--- src/hdl/tssb_pkg.sv ---
package tssb_pkg;

   // Fixed field widths of the transaction ports
   localparam int CHAN_W      = 4;
   localparam int MASK_W      = 16;
   localparam int COUNT_W_MAX = 16;
   localparam int DELTA_W     = 17;

   // Parameter defaults
   localparam int NUM_CHANNELS_DEF = 16;
   localparam int COUNT_BITS_DEF   = 16;

   // Request function codes
   typedef enum logic [1:0] {
      FUNC_START = 2'd0,
      FUNC_SCAN  = 2'd1,
      FUNC_READ  = 2'd2,
      FUNC_NOP   = 2'd3
   } func_type;

   // Response status codes
   typedef enum logic [1:0] {
      STAT_OK         = 2'd0,
      STAT_NO_CHANNEL = 2'd1,
      STAT_STRAY      = 2'd2
   } status_type;

   // Sequencing phase of the sensor
   typedef enum logic [1:0] {
      PH_IDLE = 2'd0,
      PH_CAL  = 2'd1,
      PH_SCAN = 2'd2
   } phase_type;

   // Control sequencer states
   typedef enum logic [1:0] {
      ST_IDLE,
      ST_EXEC,
      ST_SEEK,
      ST_RESP
   } state_type;

   // Channel search launch
   typedef struct packed {
      logic start;
      logic down;
   } seek_ctrl_type;

   // Channel search completion
   typedef struct packed {
      logic done;
      logic found;
   } seek_stat_type;

   // Count store write controls
   typedef struct packed {
      logic wr_raw;
      logic wr_base;
   } store_op_type;

endpackage

--- src/hdl/tssb_chan_seek.sv ---
module tssb_chan_seek #(
   parameter int NCH  = 16,
   parameter int CH_W = 4
) (
   input  logic                   clock,
   input  logic                   reset,
   input  tssb_pkg::seek_ctrl_type ctrl,
   input  logic [CH_W-1:0]        first,
   input  logic [NCH-1:0]         mask,
   output tssb_pkg::seek_stat_type stat,
   output logic [CH_W-1:0]        chan
);
   import tssb_pkg::*;

   logic            busy_ff, busy_in;
   logic            down_ff, down_in;
   logic            done_ff, done_in;
   logic            found_ff, found_in;
   logic [CH_W-1:0] cand_ff, cand_in;

   // One candidate channel tested per cycle, inclusive of the first one
   always_comb begin
      busy_in  = busy_ff;
      down_in  = down_ff;
      done_in  = 1'b0;
      found_in = found_ff;
      cand_in  = cand_ff;
      if (ctrl.start) begin
         busy_in  = 1'b1;
         down_in  = ctrl.down;
         cand_in  = first;
         found_in = 1'b0;
      end else if (busy_ff) begin
         if (mask[cand_ff]) begin
            busy_in  = 1'b0;
            done_in  = 1'b1;
            found_in = 1'b1;
         end else if (down_ff) begin
            if (cand_ff == '0) begin
               busy_in = 1'b0;
               done_in = 1'b1;
            end else begin
               cand_in = cand_ff - 1'b1;
            end
         end else begin
            // ascending with wrap
            if (cand_ff == CH_W'(NCH - 1)) begin
               cand_in = '0;
            end else begin
               cand_in = cand_ff + 1'b1;
            end
         end
      end
   end

   always_ff @(posedge clock) begin
      if (reset) begin
         busy_ff  <= 1'b0;
         done_ff  <= 1'b0;
         found_ff <= 1'b0;
      end else begin
         busy_ff  <= busy_in;
         done_ff  <= done_in;
         found_ff <= found_in;
      end
      down_ff <= down_in;
      cand_ff <= cand_in;
   end

   assign stat.done  = done_ff;
   assign stat.found = found_ff;
   assign chan       = cand_ff;

endmodule

--- src/hdl/tssb_count_store.sv ---
module tssb_count_store #(
   parameter int NCH        = 16,
   parameter int CH_W       = 4,
   parameter int COUNT_BITS = 16
) (
   input  logic                          clock,
   input  logic                          reset,
   input  tssb_pkg::store_op_type        op,
   input  logic [CH_W-1:0]               addr,
   input  logic [COUNT_BITS-1:0]         wr_data,
   output logic signed [tssb_pkg::DELTA_W-1:0] delta
);
   import tssb_pkg::*;

   logic [COUNT_BITS-1:0] raw_ff  [NCH];
   logic [COUNT_BITS-1:0] base_ff [NCH];
   logic [COUNT_BITS-1:0] raw_op;
   logic [COUNT_BITS-1:0] base_op;

   // Per-channel raw and baseline counts, cleared at reset
   always_ff @(posedge clock) begin
      if (reset) begin
         for (int i = 0; i < NCH; i++) begin
            raw_ff[i]  <= '0;
            base_ff[i] <= '0;
         end
      end else begin
         if (op.wr_raw) begin
            raw_ff[addr] <= wr_data;
         end
         if (op.wr_base) begin
            base_ff[addr] <= wr_data;
         end
      end
   end

   // Difference sees the count being written this cycle
   assign raw_op  = op.wr_raw  ? wr_data : raw_ff[addr];
   assign base_op = op.wr_base ? wr_data : base_ff[addr];
   assign delta   = DELTA_W'(raw_op) - DELTA_W'(base_op);

endmodule

--- src/hdl/touch_scan_sequencer_baseline_unit.sv ---
// Touch scan sequencer with per-channel baseline. One transaction on req_
// gives exactly one transaction on rsp_. A start transaction begins a
// calibration sweep from the highest enabled channel down, storing each
// completed count as baseline; scanning then runs ascending round-robin
// from the lowest enabled channel, storing raw counts. A read returns raw
// minus baseline for one channel. csr_wr_data holds the channel enable mask;
// write it only while no transaction is in flight. After accept the
// sequencer runs an execute state; read and no-op transactions then go
// straight to the response, while scan and start transactions first run
// a channel search that tests one channel per cycle and then reports (a
// calibration sweep that finds no lower channel rolls over into an
// ascending search for scanning). The response register is loaded last.
// req_stall is high from accept until the response is loaded, and a
// pending response that is stalled holds the sequencer.
module touch_scan_sequencer_baseline_unit #(
   parameter int NUM_CHANNELS = tssb_pkg::NUM_CHANNELS_DEF,
   parameter int COUNT_BITS   = tssb_pkg::COUNT_BITS_DEF
) (
   input  logic                                 clock,
   input  logic                                 reset,
   // configuration
   input  logic                                 csr_wr_en,
   input  logic [tssb_pkg::MASK_W-1:0]          csr_wr_data,
   // request channel
   input  logic                                 req_valid,
   output logic                                 req_stall,
   input  logic [1:0]                           req_func,
   input  logic [tssb_pkg::COUNT_W_MAX-1:0]     req_scan_count,
   input  logic [tssb_pkg::CHAN_W-1:0]          req_read_channel,
   // response channel
   output logic                                 rsp_valid,
   input  logic                                 rsp_stall,
   output logic [1:0]                           rsp_status,
   output logic                                 rsp_start_scan,
   output logic [tssb_pkg::CHAN_W-1:0]          rsp_scan_channel,
   output logic signed [tssb_pkg::DELTA_W-1:0]  rsp_delta,
   output logic                                 rsp_calibrating
);
   import tssb_pkg::*;

   localparam int NCH_EFF = (NUM_CHANNELS < 16) ? NUM_CHANNELS : 16;
   localparam int CH_W    = (NCH_EFF > 1) ? $clog2(NCH_EFF) : 1;

   state_type              state_ff, state_in;
   phase_type              phase_ff, phase_in;
   logic [MASK_W-1:0]      csr_ff;
   func_type               func_ff;
   logic [COUNT_BITS-1:0]  count_ff;
   logic [CHAN_W-1:0]      rch_ff;
   logic [NCH_EFF-1:0]     mask_ff;
   logic [CH_W-1:0]        cur_ff, cur_in;
   status_type             res_status_ff, res_status_in;
   logic                   res_start_ff, res_start_in;
   logic signed [DELTA_W-1:0] delta_ff, delta_in;

   logic                   rsp_valid_ff;
   logic [1:0]             rsp_status_ff;
   logic                   rsp_start_ff;
   logic [CHAN_W-1:0]      rsp_chan_ff;
   logic signed [DELTA_W-1:0] rsp_delta_ff;
   logic                   rsp_cal_ff;
   logic                   rsp_load;

   seek_ctrl_type          seek_ctrl;
   seek_stat_type          seek_stat;
   logic [CH_W-1:0]        seek_first;
   logic [CH_W-1:0]        seek_chan;

   store_op_type           store_op;
   logic [CH_W-1:0]        store_addr;
   logic signed [DELTA_W-1:0] store_delta;
   logic                   rch_in_range;
   logic                   req_accept;

   assign req_accept   = req_valid && !req_stall;
   assign req_stall    = (state_ff != ST_IDLE);
   assign rch_in_range = ({1'b0, rch_ff} < (CHAN_W + 1)'(NCH_EFF));
   assign store_addr   = (func_ff == FUNC_READ) ? rch_ff[CH_W-1:0] : cur_ff;

   // Enable mask register
   always_ff @(posedge clock) begin
      if (reset) begin
         csr_ff <= '0;
      end else if (csr_wr_en) begin
         csr_ff <= csr_wr_data;
      end
   end

   // Capture of the accepted transaction, mask taken live at accept
   always_ff @(posedge clock) begin
      if (req_accept) begin
         func_ff  <= func_type'(req_func);
         count_ff <= req_scan_count[COUNT_BITS-1:0];
         rch_ff   <= req_read_channel;
         mask_ff  <= csr_ff[NCH_EFF-1:0];
      end
   end

   tssb_chan_seek #(
      .NCH  (NCH_EFF),
      .CH_W (CH_W)
   ) u_seek (
      .clock (clock),
      .reset (reset),
      .ctrl  (seek_ctrl),
      .first (seek_first),
      .mask  (mask_ff),
      .stat  (seek_stat),
      .chan  (seek_chan)
   );

   tssb_count_store #(
      .NCH        (NCH_EFF),
      .CH_W       (CH_W),
      .COUNT_BITS (COUNT_BITS)
   ) u_store (
      .clock   (clock),
      .reset   (reset),
      .op      (store_op),
      .addr    (store_addr),
      .wr_data (count_ff),
      .delta   (store_delta)
   );

   // Sequencer: next state and datapath controls
   always_comb begin
      state_in      = state_ff;
      phase_in      = phase_ff;
      cur_in        = cur_ff;
      res_status_in = res_status_ff;
      res_start_in  = res_start_ff;
      delta_in      = delta_ff;
      seek_ctrl     = '0;
      seek_first    = '0;
      store_op      = '0;
      rsp_load      = 1'b0;
      unique case (state_ff)
         ST_IDLE: begin
            if (req_accept) begin
               state_in = ST_EXEC;
            end
         end
         ST_EXEC: begin
            res_status_in = STAT_OK;
            res_start_in  = 1'b0;
            delta_in      = '0;
            state_in      = ST_RESP;
            unique case (func_ff)
               FUNC_START: begin
                  if (mask_ff == '0) begin
                     res_status_in = STAT_NO_CHANNEL;
                     phase_in      = PH_IDLE;
                  end else begin
                     phase_in       = PH_CAL;
                     res_start_in   = 1'b1;
                     seek_ctrl.start = 1'b1;
                     seek_ctrl.down  = 1'b1;
                     seek_first     = CH_W'(NCH_EFF - 1);
                     state_in       = ST_SEEK;
                  end
               end
               FUNC_SCAN: begin
                  unique case (phase_ff)
                     PH_CAL: begin
                        store_op.wr_base = 1'b1;
                        delta_in         = store_delta;
                        if (mask_ff == '0) begin
                           res_status_in = STAT_NO_CHANNEL;
                           phase_in      = PH_IDLE;
                        end else begin
                           res_start_in    = 1'b1;
                           seek_ctrl.start = 1'b1;
                           state_in        = ST_SEEK;
                           if (cur_ff == '0) begin
                              // sweep done: scanning starts at lowest channel
                              phase_in       = PH_SCAN;
                              seek_ctrl.down = 1'b0;
                              seek_first     = '0;
                           end else begin
                              seek_ctrl.down = 1'b1;
                              seek_first     = cur_ff - 1'b1;
                           end
                        end
                     end
                     PH_SCAN: begin
                        store_op.wr_raw = 1'b1;
                        delta_in        = store_delta;
                        if (mask_ff == '0) begin
                           res_status_in = STAT_NO_CHANNEL;
                           phase_in      = PH_IDLE;
                        end else begin
                           res_start_in    = 1'b1;
                           seek_ctrl.start = 1'b1;
                           seek_ctrl.down  = 1'b0;
                           seek_first      = (cur_ff == CH_W'(NCH_EFF - 1)) ?
                                             '0 : cur_ff + 1'b1;
                           state_in        = ST_SEEK;
                        end
                     end
                     default: begin
                        res_status_in = STAT_STRAY;
                     end
                  endcase
               end
               FUNC_READ: begin
                  delta_in = rch_in_range ? store_delta : '0;
               end
               default: begin
               end
            endcase
         end
         ST_SEEK: begin
            if (seek_stat.done) begin
               if (seek_stat.found) begin
                  cur_in   = seek_chan;
                  state_in = ST_RESP;
               end else begin
                  // nothing lower left: switch to ascending scan
                  phase_in        = PH_SCAN;
                  seek_ctrl.start = 1'b1;
                  seek_ctrl.down  = 1'b0;
                  seek_first      = '0;
               end
            end
         end
         ST_RESP: begin
            if (!rsp_valid_ff || !rsp_stall) begin
               rsp_load = 1'b1;
               state_in = ST_IDLE;
            end
         end
         default: begin
            state_in = ST_IDLE;
         end
      endcase
   end

   // Sequencer and item state registers
   always_ff @(posedge clock) begin
      if (reset) begin
         state_ff <= ST_IDLE;
         phase_ff <= PH_IDLE;
         cur_ff   <= '0;
      end else begin
         state_ff <= state_in;
         phase_ff <= phase_in;
         cur_ff   <= cur_in;
      end
      res_status_ff <= res_status_in;
      res_start_ff  <= res_start_in;
      delta_ff      <= delta_in;
   end

   // Response register
   always_ff @(posedge clock) begin
      if (reset) begin
         rsp_valid_ff <= 1'b0;
      end else if (rsp_load) begin
         rsp_valid_ff <= 1'b1;
      end else if (!rsp_stall) begin
         rsp_valid_ff <= 1'b0;
      end
      if (rsp_load) begin
         rsp_status_ff <= res_status_ff;
         rsp_start_ff  <= res_start_ff;
         rsp_chan_ff   <= CHAN_W'(cur_ff);
         rsp_delta_ff  <= delta_ff;
         rsp_cal_ff    <= (phase_ff == PH_CAL);
      end
   end

   assign rsp_valid        = rsp_valid_ff;
   assign rsp_status       = rsp_status_ff;
   assign rsp_start_scan   = rsp_start_ff;
   assign rsp_scan_channel = rsp_chan_ff;
   assign rsp_delta        = rsp_delta_ff;
   assign rsp_calibrating  = rsp_cal_ff;

endmodule

--- config.mk ---
export PLATFORM = sky130hd
export DESIGN_NAME = touch_scan_sequencer_baseline_unit
export DESIGN_NICKNAME = d
export VERILOG_FILES = /design/src/hdl/tssb_pkg.sv /design/src/hdl/tssb_chan_seek.sv /design/src/hdl/tssb_count_store.sv /design/src/hdl/touch_scan_sequencer_baseline_unit.sv
export SDC_FILE = /design/constraint.sdc
export NUM_CORES = 1
export LEC_CHECK = 0
export BUFFER_PORTS_ARGS = -buffer_cell sky130_fd_sc_hd__buf_2
export CORE_MARGIN = 2
export CORE_UTILIZATION = 65
export DETAILED_ROUTE_END_ITERATION = 16
export PLACE_DENSITY = 0.82
export SLEW_MARGIN = 10
export SYNTH_ARGS = -nofsm -noshare
export SYNTH_HDL_FRONTEND = slang
export SYNTH_SLANG_ARGS = --single-unit
--- constraint.sdc ---
create_clock -name clock -period 9.2 [get_ports clock]
set_input_delay 0.46 -clock clock [delete_from_list [all_inputs] [get_ports clock]]
set_output_delay 0.46 -clock clock [all_outputs]
set_load 0.005 [all_outputs]
==> results.yml <==
layout:
  area_growth_pct: 9.19
  layout-drive-gt1-share_pct: 14.3
  multiInputGateArea_um2: 9780
  nFillCells: 2892
  seq_area_um2: 18600
  layout.nets: 2363
clocking:
  clock-sinks: 628
  path_clk_slew_ps: 60
  clkLatencyLatePin_ps: 640
  cts_tree: "done"
  hold_buffers: 16
  ctsRootBufferMaster: "clkbuf_16"
  clockBufferDepth: 3
  post_cts_buffers: 0
  numCtsBuffers: 60
  h-tree-depth: 2
  cts_resized: 0
worst_setup_path:
  worst-setup-path-type: "flop to flop"
  end_kind: "flop"
  critPathMaxFanout: 53
  cp.required_ps: 9650
  worst_r2r_endpoint: "delta_ff[16]"
  r2r_slack_ps: 3090
  startpoint_type: "flop"
  crit_arrival_ps: 6560
  rr_worst_depth: 18
  r2r-start: "func_ff[0]"
logic_synthesis:
  synth_async_sr_flop_share_pct: 0
  synth-seq-cells: 628
  syn_inst: 2247
  syn_avg_cell_area_um2: 13.0
  synth_top_cell_by_area: "edfxtp_1"
  synthFlopType: "edfxtp_1"
  synth_top_area_share_pct: 61.7
  synth_edf_count: 600
  ys_top_cells_by_area: "edfxtp_1 62%, and2_1 11%, mux4_2 5.2%"
  yosysWarnings: 0
  syn_nets: 2323
  netlist_area_um2: 29200
  post_synth_num_cell_types: 77
  synth_common_cells: "600 x edfxtp_1, 516 x and2_1, 255 x nand2_1, 100 x nor2_1, 96 x clkbuf_1"
  seq_area_frac_synth_pct: 63.6
  yosys.cell_count.top_type: "edfxtp_1"
timing:
  final.min_clock_period_ps: 6110
  tightest_slew_ps: 1210
  setup_viol: 0
  relSlewSlack_pct: 19.3
  skew_ps: 14.6
  slew_violations: 0
  final-hold-violation-count: 0
  fmax_mhz: 164
  fin_tns_setup_ps: 0
  rsz0062_at_grt: "no"
  finalHoldWorstSlack_ps: 28.7
  fin_crit_sh_pct: 66.5
power_and_ir_drop:
  internal_power_mw: 5.13
  leakage_nw: 11.8
  switchingPower_mw: 2.17
  seqPwrFrac_pct: 47.1
  ir_worst_vdd_mv: 0.224
  p_sw_share_pct: 29.7
  power_frac_clock_pct: 31.9
  p_comb_share_pct: 21.0
  power_density_nw_per_um2: 229
drt:
  via_count: 18865
  drc: 0
  routed_wl_um: 75400
  drtPass1Iterations: 5
  drtIter0Drc: 2577
  wl_per_cell_um: 25.8
  viasPerCell: 6.45
  ant_nets: 0
grt:
  grt_pass1_wl_um: 112000
  grt_overflow: 0
  antenna_found_initial: 2
  globalRouteTotalUtil_pct: 32.7
  grt_max_degree: 97
  grt_pass1_vias: 18299
worst_hold_path:
  hold_depth: 1
  hold_end: "count_ff[4]"
  min_path_type: "primary input to flop"
  hold_start: "req_scan_count[4]"
outcome:
  status: "finished clean"
floorplan:
  start_util_pct: 65.9
  io_pins: 70
  die_width_um: 216
  die_area_um2: 46700
  coreArea_um2: 44300
  row_count: 77
  dieHeight_um: 216
placement:
  gp_congestion: 0.911
  dp_hpwl_um: 46700
  io_buffer_count: 69
job:
  max-cap-violations: 0
flip-flops by register name, summed over array words and instances, names as in the netlist, 2 cells and up:
| signal | flops |
|---|---|
| csr_ff | 16 |
| delta_ff | 17 |
| u_seek.chan | 4 |
| func_ff | 2 |
| rsp_delta | 17 |
| rsp_scan_channel | 4 |
| state_ff | 2 |
| cur_ff | 4 |
| u_store.base_ff | 256 |
| u_store.raw_ff | 256 |
| mask_ff | 16 |
| count_ff | 16 |
| phase_ff | 2 |
| rch_ff | 4 |
| res_status_ff | 2 |
| rsp_status | 2 |
through the flow:
| stage | instances | utilization (%) | power, mW | area [um^2] | setup WS [ps] |
|---|---|---|---|---|---|
| detailed placement | 2801 | 67.5 | 4.96 | 29900 | 3090 |
| global placement | 2801 | 67.5 | 4.93 | 29900 | 3250 |
| finish | 2925 | 72.0 | 7.29 | 31900 | 3090 |
| global route | 2925 | 72.0 | 7.49 | 31900 | 2710 |
| floorplan | 2247 | - | 4.45 | 29200 | 5060 |
| CTS | 2923 | 72.0 | 7.25 | 31900 | 3010 |
power groups by stage:
stage                     combinational [mW]  clock [mW]  sequential [mW]
after floorplan                        0.982           0             3.47
after global placement                  1.45           0             3.48
after detailed placement                1.48           0             3.49
after CTS                               1.49        2.33             3.43
after global routing                    1.62        2.42             3.45
final                                   1.53        2.33             3.43
metal layers:
metal	vias up	wire length [um]	track usage [%]	share of wire, %
met4	2	2890	13.3	3.8
met5	-	13	0	0.017
met2	1270	35100	51.1	47
met1	9259	28700	45.1	38
li1	8144	-	-	-
met3	190	8660	7.24	11
cells in the final DEF (no fill, tap or decap), types with 17 or more instances in the layout:
master | netlist | layout
a21oi_1 | 43 | 43
o22ai_1 | 24 | 24
nand4_1 | 25 | 25
clkbuf_16 | 0 | 61
and2_1 | 516 | 516
mux4_2 | 67 | 67
clkbuf_1 | 96 | 17
or2_2 | 32 | 32
buf_4 | 18 | 50
dfxtp_1 | 28 | 28
ha_1 | 32 | 32
mux2i_1 | 54 | 54
nand2_1 | 255 | 255
inv_1 | 23 | 23
nand3_1 | 91 | 91
o21ai_0 | 22 | 22
nor2_1 | 100 | 98
edfxtp_1 | 600 | 600
buf_2 | 25 | 69
logic make-up (layout without fill, tap and decap cells):
family          count (synthesis)  in the layout  share of synthesized area (%)
other cells                     0              2                              0
flops                         628            628                           63.6
xor+xnor                       11             11                          0.330
buf+inv                       183            267                           3.05
compound gates                188            188                           4.53
simple gates                 1082           1082                           20.0
mux                           122            122                           7.10
fa+ha+maj                      33             33                           1.44
area by class of cell:
type	instances	area share, %
diodes	2	0.0157
clock buffers	81	5.11
clock inverters	25	0.553
inverters	25	0.294
multi-input cells	1436	30.6
flip-flops and latches	628	58.2
well taps	592	2.32
repair buffers	136	2.82
critical path, cell delays in order (launching register included):
cell and delay (ps):
edfxtp_1 390, inv_1 100, ha_1 820, nand2_1 290, o21ai_4 430, buf_4 800, nor2_2 260, nand3_1 140
nand4_1 100, o31ai_1 330, ha_1 220, inv_1 60, fa_1 460, a21o_1 220, a221oi_2 340, nor3_1 170
nor4_2 390, o31ai_1 130, a211oi_1 260
worst max-delay path by stage:
stage / end / cells after the start / startpoint
final: delta_ff[16] / 18 / func_ff[0]
after global routing: delta_ff[16] / 18 / func_ff[0]
after CTS: delta_ff[16] / 16 / func_ff[0]
after detailed placement: delta_ff[16] / 16 / func_ff[0]
after global placement: delta_ff[12] / 16 / func_ff[0]
after floorplan: delta_ff[12] / 19 / func_ff[0]
(Power assumes the default switching activity.)
